File: config.mk
export PLATFORM = sky130hd
export DESIGN_NAME = deferred_swap_remove_pool_top
export DESIGN_NICKNAME = d
export VERILOG_FILES = /design/src/dsrp_pkg.sv /design/src/dsrp_ram.sv /design/src/deferred_swap_remove_pool_top.sv
export SDC_FILE = /design/constraint.sdc
export NUM_CORES = 1
export LEC_CHECK = 0
export BUFFER_PORTS_ARGS = -buffer_cell sky130_fd_sc_hd__clkbuf_2
export CAP_MARGIN = 20
export CORE_AREA = 2 2 261 263
export CTS_BUF_LIST = sky130_fd_sc_hd__clkbuf_8
export CTS_CLUSTER_DIAMETER = 40
export DETAILED_ROUTE_END_ITERATION = 8
export DIE_AREA = 0 0 263 265
export MAX_ROUTING_LAYER = met4
export PLACE_DENSITY = 0.72
export SETUP_SLACK_MARGIN = 0.15
export SYNTH_ARGS = -nofsm -noshare
export SYNTH_HDL_FRONTEND = slang
export SYNTH_SLANG_ARGS = --single-unit
File: constraint.sdc
create_clock -name clk -period 8.3 [get_ports clk]
set_input_delay 0.415 -clock clk [delete_from_list [all_inputs] [get_ports clk]]
set_output_delay 0.415 -clock clk [all_outputs]
set_load 0.02 [all_outputs]
File: src/dsrp_pkg.sv
`timescale 1ns / 1ps
// Shared types and constants for the deferred swap-remove pool.
package dsrp_pkg;

    localparam int DSRP_MAX_ELEMENTS  = 65536;
    localparam int DSRP_PENDING_DEPTH = 32;

    localparam int IDX_W = 16;
    localparam int CNT_W = 17;

    typedef enum logic [1:0] {
        FUNC_REMOVE = 2'd0,
        FUNC_SPAWN  = 2'd1,
        FUNC_COMMIT = 2'd2,
        FUNC_NOP    = 2'd3
    } dsrp_func_t;

    typedef enum logic [1:0] {
        KIND_ACK    = 2'd0,
        KIND_REMOVE = 2'd1,
        KIND_GRANT  = 2'd2
    } dsrp_kind_t;

    typedef enum logic [1:0] {
        STAT_OK    = 2'd0,
        STAT_DUP   = 2'd1,
        STAT_RANGE = 2'd2,
        STAT_FULL  = 2'd3
    } dsrp_status_t;

    typedef enum logic [3:0] {
        S_IDLE,
        S_DUP_SCAN,
        S_ACK,
        S_POP,
        S_POP_DATA,
        S_FIX_SCAN,
        S_REM_OUT,
        S_GRANT_CALC,
        S_GRANT
    } dsrp_state_t;

    typedef struct packed {
        logic [1:0]       func;
        logic [IDX_W-1:0] elem_index;
        logic [CNT_W-1:0] spawn_count;
    } dsrp_in_t;

    typedef struct packed {
        logic [1:0]       kind;
        logic [IDX_W-1:0] slot_index;
        logic             move_valid;
        logic [IDX_W-1:0] move_from;
        logic [CNT_W-1:0] granted_count;
        logic [CNT_W-1:0] active_count;
        logic [CNT_W-1:0] high_water;
        logic [1:0]       status;
        logic             last;
    } dsrp_out_t;

endpackage

File: src/dsrp_ram.sv
`timescale 1ns / 1ps
// Generic simple dual-port RAM, one write port, one registered read port.
module dsrp_ram #(
    parameter int WIDTH = 16,
    parameter int DEPTH = 32,
    localparam int ADDR_W = (DEPTH > 1) ? $clog2(DEPTH) : 1
) (
    input  logic              clk,
    input  logic              we,
    input  logic [ADDR_W-1:0] waddr,
    input  logic [WIDTH-1:0]  wdata,
    input  logic [ADDR_W-1:0] raddr,
    output logic [WIDTH-1:0]  rdata
);

    logic [WIDTH-1:0] mem [DEPTH];

    always_ff @(posedge clk)
    begin
        if (we)
        begin
            mem[waddr] <= wdata;
        end
        rdata <= mem[raddr];
    end

endmodule

File: src/deferred_swap_remove_pool_top.sv
`timescale 1ns / 1ps
// Dense element pool with deferred swap-and-pop removal and deferred spawning.
//
// Pending removals live in a small RAM with one read and one write port; every
// read of the list goes through that single read port, one entry per cycle.
// Spawn requests and no-ops are acknowledged directly. A removal request first
// scans the queued entries for a duplicate. A commit pops the entries newest
// first and, for each removal that moves the last element, scans the remaining
// entries to retarget the one naming it; the grant follows the last pop.
// Results leave through an output register, so a new item is taken while the
// last result waits.
// Capacity is written on the cfg channel while the pool is idle.
module deferred_swap_remove_pool_top #(
    parameter int PENDING_DEPTH = dsrp_pkg::DSRP_PENDING_DEPTH
) (
    input  logic                       clk,
    input  logic                       rst_n,
    input  logic                       in_valid,
    output logic                       in_stall,
    input  dsrp_pkg::dsrp_in_t         in_item,
    output logic                       out_valid,
    input  logic                       out_stall,
    output dsrp_pkg::dsrp_out_t        out_item,
    input  logic                       cfg_valid,
    output logic                       cfg_ready,
    input  logic [dsrp_pkg::CNT_W-1:0] cfg_data
);

    import dsrp_pkg::*;

    localparam int LEN_W  = $clog2(PENDING_DEPTH + 1);
    localparam int ADDR_W = (PENDING_DEPTH > 1) ? $clog2(PENDING_DEPTH) : 1;
    localparam logic [LEN_W-1:0] DEPTH_LEN = LEN_W'(PENDING_DEPTH);
    localparam logic [31:0] MAX_CAP = 32'(DSRP_MAX_ELEMENTS);

    dsrp_state_t       state_reg, state_next;
    dsrp_in_t          op_reg, op_next;
    logic [CNT_W-1:0]  cap_reg, cap_next;
    logic [LEN_W-1:0]  len_reg, len_next;
    logic [CNT_W-1:0]  spawn_reg, spawn_next;
    logic [CNT_W-1:0]  active_reg, active_next;
    logic [CNT_W-1:0]  peak_reg, peak_next;
    logic [LEN_W-1:0]  issue_reg, issue_next;
    logic              chk_vld_reg, chk_vld_next;
    logic [ADDR_W-1:0] chk_addr_reg, chk_addr_next;
    logic              dup_reg, dup_next;
    logic [IDX_W-1:0]  victim_reg, victim_next;
    logic              move_reg, move_next;
    logic [CNT_W-1:0]  granted_reg, granted_next;
    dsrp_out_t         out_reg, out_next;
    logic              out_valid_reg, out_valid_next;

    logic              ram_we;
    logic [ADDR_W-1:0] ram_waddr;
    logic [IDX_W-1:0]  ram_wdata;
    logic [ADDR_W-1:0] ram_raddr;
    logic [IDX_W-1:0]  ram_rdata;

    logic              out_free;
    logic              emit;
    logic [CNT_W-1:0]  last_idx;
    logic [LEN_W-1:0]  len_m1;
    logic [CNT_W-1:0]  scan_key;
    logic              scan_hit;
    logic              scan_more;
    logic [CNT_W-1:0]  cap_sat;
    logic [CNT_W:0]    spawn_sum;
    logic [CNT_W-1:0]  spawn_sat;
    logic [CNT_W-1:0]  free_space;
    logic [CNT_W-1:0]  grant_active;
    logic [CNT_W-1:0]  grant_peak;
    dsrp_status_t      ack_status;

    dsrp_ram #(
        .WIDTH (IDX_W),
        .DEPTH (PENDING_DEPTH)
    ) u_pending_ram (
        .clk   (clk),
        .we    (ram_we),
        .waddr (ram_waddr),
        .wdata (ram_wdata),
        .raddr (ram_raddr),
        .rdata (ram_rdata)
    );

    assign in_stall  = (state_reg != S_IDLE);
    assign cfg_ready = (state_reg == S_IDLE);
    assign out_valid = out_valid_reg;
    assign out_item  = out_reg;
    assign out_free  = !out_valid_reg || !out_stall;

    assign last_idx  = active_reg - CNT_W'(1);
    assign len_m1    = len_reg - LEN_W'(1);
    assign scan_key  = (state_reg == S_FIX_SCAN) ? last_idx : {1'b0, op_reg.elem_index};
    assign scan_hit  = chk_vld_reg && ({1'b0, ram_rdata} == scan_key);
    assign scan_more = (issue_reg < len_reg);

    assign cap_sat    = ({15'd0, cfg_data} > MAX_CAP) ? MAX_CAP[CNT_W-1:0] : cfg_data;
    assign spawn_sum  = {1'b0, spawn_reg} + {1'b0, op_reg.spawn_count};
    assign spawn_sat  = (spawn_sum > {1'b0, cap_reg}) ? cap_reg : spawn_sum[CNT_W-1:0];
    assign free_space = (cap_reg > active_reg) ? (cap_reg - active_reg) : '0;
    assign grant_active = active_reg + granted_reg;
    assign grant_peak = ((spawn_reg != '0) && (grant_active > peak_reg)) ? grant_active
                                                                         : peak_reg;

    always_comb
    begin
        if (dup_reg)
        begin
            ack_status = STAT_DUP;
        end
        else if ({1'b0, op_reg.elem_index} >= active_reg)
        begin
            ack_status = STAT_RANGE;
        end
        else if (len_reg >= DEPTH_LEN)
        begin
            ack_status = STAT_FULL;
        end
        else
        begin
            ack_status = STAT_OK;
        end
    end

    always_comb
    begin
        state_next    = state_reg;
        op_next       = op_reg;
        cap_next      = cap_reg;
        len_next      = len_reg;
        spawn_next    = spawn_reg;
        active_next   = active_reg;
        peak_next     = peak_reg;
        issue_next    = issue_reg;
        chk_vld_next  = 1'b0;
        chk_addr_next = chk_addr_reg;
        dup_next      = dup_reg;
        victim_next   = victim_reg;
        move_next     = move_reg;
        granted_next  = granted_reg;
        out_next      = out_reg;
        emit          = 1'b0;
        ram_we        = 1'b0;
        ram_waddr     = len_reg[ADDR_W-1:0];
        ram_wdata     = op_reg.elem_index;
        ram_raddr     = issue_reg[ADDR_W-1:0];

        case (state_reg)
            S_IDLE:
            begin
                if (in_valid)
                begin
                    op_next    = in_item;
                    issue_next = '0;
                    dup_next   = 1'b0;
                    case (in_item.func)
                        FUNC_REMOVE: state_next = S_DUP_SCAN;
                        FUNC_COMMIT: state_next = S_POP;
                        default:     state_next = S_ACK;
                    endcase
                end
            end

            S_DUP_SCAN, S_FIX_SCAN:
            begin
                if (scan_hit)
                begin
                    if (state_reg == S_FIX_SCAN)
                    begin
                        // retarget the entry naming the old last element
                        ram_we     = 1'b1;
                        ram_waddr  = chk_addr_reg;
                        ram_wdata  = victim_reg;
                        state_next = S_REM_OUT;
                    end
                    else
                    begin
                        dup_next   = 1'b1;
                        state_next = S_ACK;
                    end
                end
                else if (scan_more)
                begin
                    ram_raddr     = issue_reg[ADDR_W-1:0];
                    chk_addr_next = issue_reg[ADDR_W-1:0];
                    issue_next    = issue_reg + LEN_W'(1);
                    chk_vld_next  = 1'b1;
                end
                else if (!chk_vld_reg)
                begin
                    state_next = (state_reg == S_FIX_SCAN) ? S_REM_OUT : S_ACK;
                end
            end

            S_ACK:
            begin
                if (out_free)
                begin
                    emit     = 1'b1;
                    out_next = '0;
                    out_next.kind = KIND_ACK;
                    case (op_reg.func)
                        FUNC_REMOVE:
                        begin
                            out_next.slot_index = op_reg.elem_index;
                            out_next.status     = ack_status;
                            if (ack_status == STAT_OK)
                            begin
                                ram_we   = 1'b1;
                                len_next = len_reg + LEN_W'(1);
                            end
                        end
                        FUNC_SPAWN:
                        begin
                            spawn_next = spawn_sat;
                        end
                        default:
                        begin
                        end
                    endcase
                    out_next.active_count = active_reg;
                    out_next.high_water   = peak_reg;
                    out_next.last         = 1'b1;
                    state_next            = S_IDLE;
                end
            end

            S_POP:
            begin
                if ((len_reg == '0) || (active_reg == '0))
                begin
                    len_next   = '0;
                    state_next = S_GRANT_CALC;
                end
                else
                begin
                    ram_raddr  = len_m1[ADDR_W-1:0];
                    len_next   = len_m1;
                    state_next = S_POP_DATA;
                end
            end

            S_POP_DATA:
            begin
                victim_next = ram_rdata;
                if ({1'b0, ram_rdata} >= last_idx)
                begin
                    move_next  = 1'b0;
                    state_next = S_REM_OUT;
                end
                else
                begin
                    move_next  = 1'b1;
                    issue_next = '0;
                    state_next = S_FIX_SCAN;
                end
            end

            S_REM_OUT:
            begin
                if (out_free)
                begin
                    emit     = 1'b1;
                    out_next = '0;
                    out_next.kind         = KIND_REMOVE;
                    out_next.slot_index   = victim_reg;
                    out_next.move_valid   = move_reg;
                    out_next.move_from    = move_reg ? last_idx[IDX_W-1:0] : '0;
                    out_next.active_count = last_idx;
                    out_next.high_water   = peak_reg;
                    out_next.status       = STAT_OK;
                    active_next           = last_idx;
                    state_next            = S_POP;
                end
            end

            S_GRANT_CALC:
            begin
                if (spawn_reg == '0)
                begin
                    granted_next = '0;
                end
                else
                begin
                    granted_next = (spawn_reg < free_space) ? spawn_reg : free_space;
                end
                state_next = S_GRANT;
            end

            S_GRANT:
            begin
                if (out_free)
                begin
                    emit     = 1'b1;
                    out_next = '0;
                    out_next.kind          = KIND_GRANT;
                    out_next.slot_index    = active_reg[IDX_W-1:0];
                    out_next.granted_count = granted_reg;
                    out_next.active_count  = grant_active;
                    out_next.high_water    = grant_peak;
                    out_next.status        = STAT_OK;
                    out_next.last          = 1'b1;
                    active_next            = grant_active;
                    peak_next              = grant_peak;
                    spawn_next             = '0;
                    state_next             = S_IDLE;
                end
            end

            default:
            begin
                state_next = S_IDLE;
            end
        endcase

        if (cfg_valid && cfg_ready && (cap_sat != cap_reg))
        begin
            cap_next   = cap_sat;
            len_next   = '0;
            spawn_next = '0;
            peak_next  = '0;
        end

        if (emit)
        begin
            out_valid_next = 1'b1;
        end
        else if (!out_stall)
        begin
            out_valid_next = 1'b0;
        end
        else
        begin
            out_valid_next = out_valid_reg;
        end
    end

    always_ff @(posedge clk or negedge rst_n)
    begin
        if (!rst_n)
        begin
            state_reg     <= S_IDLE;
            cap_reg       <= '0;
            len_reg       <= '0;
            spawn_reg     <= '0;
            active_reg    <= '0;
            peak_reg      <= '0;
            issue_reg     <= '0;
            chk_vld_reg   <= 1'b0;
            dup_reg       <= 1'b0;
            move_reg      <= 1'b0;
            out_valid_reg <= 1'b0;
        end
        else
        begin
            state_reg     <= state_next;
            cap_reg       <= cap_next;
            len_reg       <= len_next;
            spawn_reg     <= spawn_next;
            active_reg    <= active_next;
            peak_reg      <= peak_next;
            issue_reg     <= issue_next;
            chk_vld_reg   <= chk_vld_next;
            dup_reg       <= dup_next;
            move_reg      <= move_next;
            out_valid_reg <= out_valid_next;
        end
    end

    always_ff @(posedge clk)
    begin
        op_reg       <= op_next;
        chk_addr_reg <= chk_addr_next;
        victim_reg   <= victim_next;
        granted_reg  <= granted_next;
        out_reg      <= out_next;
    end

    a_len_bound: assert property (@(posedge clk) disable iff (!rst_n)
        len_reg <= DEPTH_LEN)
        else $error("pending length beyond list depth");

    a_spawn_cap: assert property (@(posedge clk) disable iff (!rst_n)
        spawn_reg <= cap_reg)
        else $error("spawn total above capacity");

    a_wr_addr: assert property (@(posedge clk) disable iff (!rst_n)
        ram_we |-> (LEN_W'(ram_waddr) <= len_reg))
        else $error("pending list write beyond fill level");

endmodule

==> results of run 1 <==
-- worst min-delay path, stage by stage --
cell      delay, ns
clkbuf_2       0.10
o311ai_2       0.20
o21ai_0        0.14
-- power breakdown --
| part | switching, mW | internal (mW) | total [mW] |
|---|---|---|---|
| sequential | 0.573 | 4.94 | 5.52 |
| combinational | 4.06 | 2.49 | 6.55 |
| clock | 1.58 | 1.82 | 3.40 |
-- layout by cell type, fill, tap and decap left out, types with 22 or more instances in the layout --
| cell | n |
|---|---|
| edfxtp_1 | 674 |
| inv_1 | 169 |
| nand2_1 | 150 |
| clkbuf_2 | 147 |
| clkbuf_8 | 145 |
| ha_1 | 143 |
| nor2_1 | 130 |
| mux4_2 | 123 |
| o21ai_0 | 122 |
| nand3_1 | 97 |
| dfrtp_1 | 88 |
| a21oi_1 | 87 |
| a22oi_1 | 69 |
| buf_4 | 60 |
| xnor2_1 | 58 |
| dlygate4sd3_1 | 52 |
| a21o_1 | 41 |
| nor3_1 | 38 |
| nand4_1 | 36 |
| mux2_2 | 36 |
| o32ai_2 | 27 |
| nand2b_1 | 22 |
| mux2i_1 | 22 |
-- how the worst max path moves through the flow --
stage / startpoint / end / slack [ns] / depth (start not counted)
after global placement: active_reg[1] / granted_reg[2] / 2.72 / 20
final: active_reg[0] / peak_reg[16] / 2.45 / 17
after floorplan: state_reg[1] / out_item[0] / 2.29 / 5
after global routing: active_reg[0] / peak_reg[14] / 1.97 / 17
after CTS: active_reg[0] / peak_reg[16] / 2.53 / 17
after detailed placement: active_reg[0] / peak_reg[15] / 2.53 / 17
-- through the flow --
step / utilization (%) / instance area [sq um] / setup slack, ns / hold slack (ns)
final: 62.35 / 41650 / 2.450 / 0.09275
after detailed placement: 57.58 / 38460 / 2.535 / 0.3782
after floorplan: - / 36350 / 2.290 / 0.1194
after global placement: 57.55 / 38440 / 2.722 / 0.3730
after CTS: 62.32 / 41630 / 2.527 / 0.03172
after global routing: 62.35 / 41650 / 1.972 / 0.07882
-- cell families (layout without fill, tap and decap cells) --
family | after synthesis | count (layout) | synth area share [%]
AOI/OAI and AO/OA | 531 | 531 | 9.998
xor gates and xnor gates | 78 | 78 | 1.879
adders and majority gates | 146 | 146 | 5.087
buffers and inverters | 244 | 633 | 2.643
DFF | 778 | 778 | 62.61
muxes | 182 | 182 | 9.368
other | 0 | 2 | 0
and+or+nand+nor | 611 | 611 | 8.412
-- synthesized netlist by cell type, types with 15 or more instances --
library cell | count | area share (%)
and3_1 | 17 | 0.29
nand2_1 | 150 | 1.5
nor4_1 | 20 | 0.34
mux2_2 | 36 | 1.1
xnor2_1 | 58 | 1.4
xor2_1 | 20 | 0.48
nor2_1 | 131 | 1.4
or3_1 | 17 | 0.29
nand3_1 | 97 | 1.3
o311ai_0 | 19 | 0.46
nand4_1 | 36 | 0.62
o211ai_1 | 16 | 0.33
and2_1 | 20 | 0.34
a21oi_1 | 89 | 1.2
a222oi_1 | 17 | 0.47
buf_2 | 18 | 0.25
ha_1 | 143 | 4.9
clkbuf_1 | 89 | 0.92
o32ai_1 | 27 | 0.65
inv_1 | 125 | 1.3
a21o_1 | 41 | 0.85
mux4_2 | 123 | 7.6
nand2b_1 | 22 | 0.38
a22oi_1 | 69 | 1.4
a211oi_1 | 15 | 0.31
dfxtp_1 | 16 | 0.88
nor3_1 | 42 | 0.58
mux2i_1 | 23 | 0.63
dfrtp_1 | 88 | 6.1
edfxtp_1 | 674 | 56
o21ai_0 | 127 | 1.7
-- routing by layer --
metal	wire length [um]	vias to the layer above	track usage [%]
met1	41320	12080	39.87
met4	4663	0	13.95
met2	48970	1093	48.10
met3	7284	197	5.211
met5	0	-	-
li1	-	10730	-
-- area by class of cell --
type                       count  area (sq um)  share of cell area (%)
tap                          873          1092                   2.622
antenna                        2         5.005                 0.01202
multi-input combinational   1548         12930                   31.03
sequential                   778         22760                   54.65
timing repair buffer         262          1747                   4.193
clock buffer                 145          1996                   4.791
inverter                     126         473.0                   1.135
clock inverter               100         651.9                   1.565
==> results.json, run 1 <==
{
  "ioPinCount": 149,
  "grt_first_pass_wirelength_um": 153100,
  "ant_nets": 0,
  "avgRoutedWirePerCell_um": 26.67,
  "powerDensity_nw_per_um2": 371.4,
  "ys_warn_count": 0,
  "initial_core_util_pct": 54.42,
  "cpPeakStageDelay_ns": 0.78,
  "drt-initial-drc-count": 3065,
  "htreeDepth": 4,
  "area_growth_pct": 14.58,
  "clk_latency_ns": 0.80,
  "yosysSeqAreaShare_pct": 62.61,
  "endpoint_kind": "flop",
  "slew_violations": 0,
  "rsz0062_at_grt": "no",
  "max_clock_freq_mhz": 170.9,
  "coreArea_sq_um": 66800,
  "fin_tns_setup_ns": 0,
  "grt_pass1_vias": 23910,
  "min_from": "cfg_valid",
  "dieWidth_um": 263,
  "synth_nets": 2773,
  "cts_setup_buffers": 0,
  "wirelength_um": 102200,
  "async_flop_share_pct": 11.31,
  "power_mw": 15.47,
  "setup_viol": 0,
  "fin_cells": 3834,
  "cp_slowest_cell": "dfrtp_1",
  "tightestPinTransition_ns": 1.170,
  "crit_arrival_ns": 6.52,
  "reg2reg_setup_slack_ns": 2.45,
  "syn_avg_cell_area_sq_um": 14.15,
  "reg2reg_depth": 17,
  "drcViolationCount": 0,
  "hold_viol": 0,
  "peakVddDrop_v": 0.0002696,
  "grt_usage_pct": 30.75,
  "crit_buf_inv": 2,
  "die_h_um": 265,
  "overflow": 0,
  "hold_path_class": "primary input to flop",
  "syn_area_sq_um": 36350,
  "power.leakage_nw": 15.14,
  "clk_pin_slew_ns": 0.06,
  "grt_max_degree": 86,
  "cp.required_ns": 8.97,
  "largest_reg_flops": 512,
  "drive_gt1_share_pct": 20.62,
  "dieArea_sq_um": 69700,
  "cts.sink_count": 778,
  "ys.flop_type": "edfxtp_1",
  "max_cap_violations": 0,
  "synth.distinct_cells": 77,
  "num_vias": 24100,
  "timing.rr.end": "peak_reg[16]",
  "fill_cells": 4949,
  "dp_cells": 3533,
  "crit_type": "flop to flop",
  "r2r-start": "active_reg[0]",
  "yosys_register_bits": 778,
  "antenna_found_initial": 4,
  "start_kind": "flop",
  "cts-resized-gates": 0,
  "hpwl_um": 70050,
  "cts_tree": "yes",
  "cts-root-buf": "clkbuf_8",
  "viasPerCell": 6.286,
  "hold_buffers": 52,
  "synthCells": 2570,
  "worstPathMaxFanout": 30,
  "clockBufferDepth": 3,
  "hold_end": "cap_reg[12]",
  "port_buffers": 148,
  "rows": 95,
  "place.gp.congestion": 0.9698,
  "period_share_pct": 70.48,
  "cp_cell_sequence": "ha_1 -> inv_1 -> fa_1 -> nor2b_1 -> o2111ai_1 -> nand4_1 -> a31oi_1 -> a21o_1 -> a311oi_1 -> xnor2_1 -> ha_1 -> nand4_1 -> a21oi_1 -> a2111oi_0 -> or3_1 -> inv_1 -> a22o_1",
  "clock_skew_ns": 0.04419,
  "dr.pass1.iters": 7,
  "min_path_cells": 3,
  "critPathTopFamily": "compound AO/OA/AOI/OAI gates",
  "status": "finished, final reports clean",
  "final.min_clock_period_ns": 5.850,
  "synth_edf_count": 674,
  "relSlewSlack_pct": 21.43,
  "nNetsFinal": 3056,
  "cts_buffers": 137
}
Power figures use the tool's default switching activity.
==> inputs of run 2 (changes only) <==
==> constraint.sdc (replaced) <==
create_clock -name clk -period 5.8 [get_ports clk]
set_input_delay 0.29 -clock clk [delete_from_list [all_inputs] [get_ports clk]]
set_output_delay 0.29 -clock clk [all_outputs]
set_load 0.02 [all_outputs]
==> results.json, run 2 (synthesized netlist as in run 1, its figures left out) <==
{
  "status": "finished, final reports clean",
  "dp_cells": 3561,
  "cts-root-buf": "clkbuf_8",
  "cpPeakStageDelay_ns": 0.62,
  "dieWidth_um": 263,
  "relSlewSlack_pct": 28.51,
  "final_common_cell": "edfxtp_1",
  "wirelength_um": 99880,
  "dr.pass1.iters": 7,
  "htreeDepth": 4,
  "cts_tree": "yes",
  "ant_nets": 0,
  "fin_ws_ns": 0.5550,
  "fill_cells": 4938,
  "slew_violations": 0,
  "max_clock_freq_mhz": 190.7,
  "p_int_mw": 13.65,
  "pre_cts_ws_ns": 0.4868,
  "powerDensity_nw_per_um2": 536.7,
  "clock_skew_ns": 0.04903,
  "hold_path_class": "primary input to flop",
  "swShare_pct": 39.71,
  "period_share_pct": 90.43,
  "grt.met1_usage_pct": 37.88,
  "power.leakage_nw": 15.38,
  "grtUsageMet2_pct": 47.29,
  "grt_max_degree": 85,
  "cp_cell_sequence": "inv_1 -> ha_1 -> nor2b_1 -> o21ai_0 -> a21oi_1 -> o31a_1 -> o31ai_1 -> o21ai_1 -> buf_4 -> nand3_1 -> ha_1 -> a21o_1 -> a21o_1 -> a21o_1 -> a21o_1 -> a21oi_1 -> nor2b_1 -> o21ai_0 -> nand3_1 -> buf_4 -> mux2_2",
  "place.gp.congestion": 0.9699,
  "cts.sink_count": 778,
  "peakVddDrop_v": 0.0003286,
  "max_cap_violations": 0,
  "port_buffers": 148,
  "avgRoutedWirePerCell_um": 25.80,
  "largest_reg_flops": 512,
  "crit_arrival_ns": 5.78,
  "area_growth_pct": 16.02,
  "antenna_found_initial": 3,
  "drive_gt1_share_pct": 21.63,
  "rows": 95,
  "power.switching_mw": 8.989,
  "crit_type": "flop to flop",
  "power_frac_comb_pct": 42.3,
  "worstPathMaxFanout": 21,
  "num_vias": 24420,
  "endpoint_kind": "flop",
  "tightestPinTransition_ns": 1.072,
  "grt-busiest-layer": "met2",
  "grt_usage_pct": 29.71,
  "cp_slowest_cell": "dfrtp_1",
  "drcViolationCount": 0,
  "cp.required_ns": 6.34,
  "dieArea_sq_um": 69700,
  "start_kind": "flop",
  "fin_cells": 3871,
  "setup_viol": 0,
  "crit_top_cell": "a21o_1",
  "cts_buffers": 138,
  "hpwl_um": 69100,
  "layout_common_cells": "edfxtp_1 (674), inv_1 (158), nand2_1 (150), clkbuf_2 (147), ha_1 (143)",
  "hold_viol": 0,
  "clk_latency_ns": 0.81,
  "initial_core_util_pct": 54.42,
  "power_frac_clock_pct": 23.1,
  "clk_pin_slew_ns": 0.06,
  "overflow": 0,
  "die_h_um": 265,
  "viasPerCell": 6.307,
  "grt_pass1_vias": 23870,
  "use_met3_pct": 4.450,
  "final.min_clock_period_ns": 5.245,
  "seq_power_share_pct": 34.6,
  "grt_first_pass_wirelength_um": 149100,
  "clockBufferDepth": 3,
  "fin_tns_setup_ns": 0,
  "rsz0062_at_grt": "no",
  "nNetsFinal": 3090,
  "drt-initial-drc-count": 2711,
  "ioPinCount": 149,
  "coreArea_sq_um": 66800
}
==> run 2: cell count changes in the layout (fill, tap and decap cells not counted), moves of 6 or more <==
cell	change
clkinv_1	+7
inv_1	-11
bufinv_16	+6
buf_4	+25
buf_12	+7
==> run 2: final timing paths <==
kind	from	to	slack, ns	cells past startpoint
worst max-delay path	active_reg[1]	granted_reg[7]	0.55	21
worst min-delay path	cfg_data[16]	cap_reg[13]	0.15	4
worst max register to register	active_reg[1]	granted_reg[7]	0.55	21
worst min register to register	u_pending_ram.rdata[0]	victim_reg[0]	0.50	0
max in group asynchronous	rst_n	move_reg	4.37	4
min in group asynchronous	rst_n	spawn_reg[8]	0.54	4
==> run 2: critical path, delay by kind of cell (launching register included) <==
family	cells	cell delay (ns)
flops	1	0.62
simple gates	4	0.45
mux	1	0.30
compound gates	11	2.19
fa+ha+maj	2	0.69
buf+inv	3	0.74
==> run 2: power by group through the flow <==
stage	clock [mW]	sequential [mW]	combinational (mW)
after floorplan	0	7.85	6.23
after global placement	0	7.91	9.31
after detailed placement	0	7.94	9.47
after CTS	5.30	7.83	9.55
after global routing	5.55	7.90	10.4
final	5.22	7.84	9.57
==> run 2: repair_timing <==
action / 4_1_cts / 5_1_grt
endpoints found under the setup margin: 0 / 12
setup buffers: 0 / 4
resized for setup: 0 / 0
hold buffers: 55 / 0
hold endpoints to repair: 85 / 0
==> run 2: stage by stage <==
| step | area, sq um | hold WS [ns] | power [mW] | util (%) |
|---|---|---|---|---|
| 2_1_floorplan | 36360 | -0.005591 | 14.08 | - |
| 6_report | 42180 | 0.1508 | 22.64 | 63.14 |
| 5_1_grt | 42180 | 0.1673 | 23.86 | 63.14 |
| 3_3_place_gp | 38730 | 0.2416 | 17.22 | 57.98 |
| 3_5_place_dp | 38740 | 0.2509 | 17.41 | 57.99 |
| 4_1_cts | 42140 | 0.06949 | 22.68 | 63.09 |
==> run 2: metal layers <==
layer,up-vias,share of wire [%]
li1,10810,-
met1,12240,40
met2,1141,49
met3,225,6.9
met4,0,4.6
met5,-,0
==> run 2: area by class of cell <==
cell class                      instances  area, sq um  share of cell area [%]
Clock inverter                        107        888.4                   2.106
Tap cell                              873         1092                   2.590
Inverter                              126        473.0                   1.121
Antenna cell                            2        5.005                 0.01187
Multi-Input combinational cell       1548        12920                   30.64
Timing Repair Buffer                  295         2079                   4.930
Sequential cell                       778        22760                   53.97
Clock buffer                          142         1954                   4.634
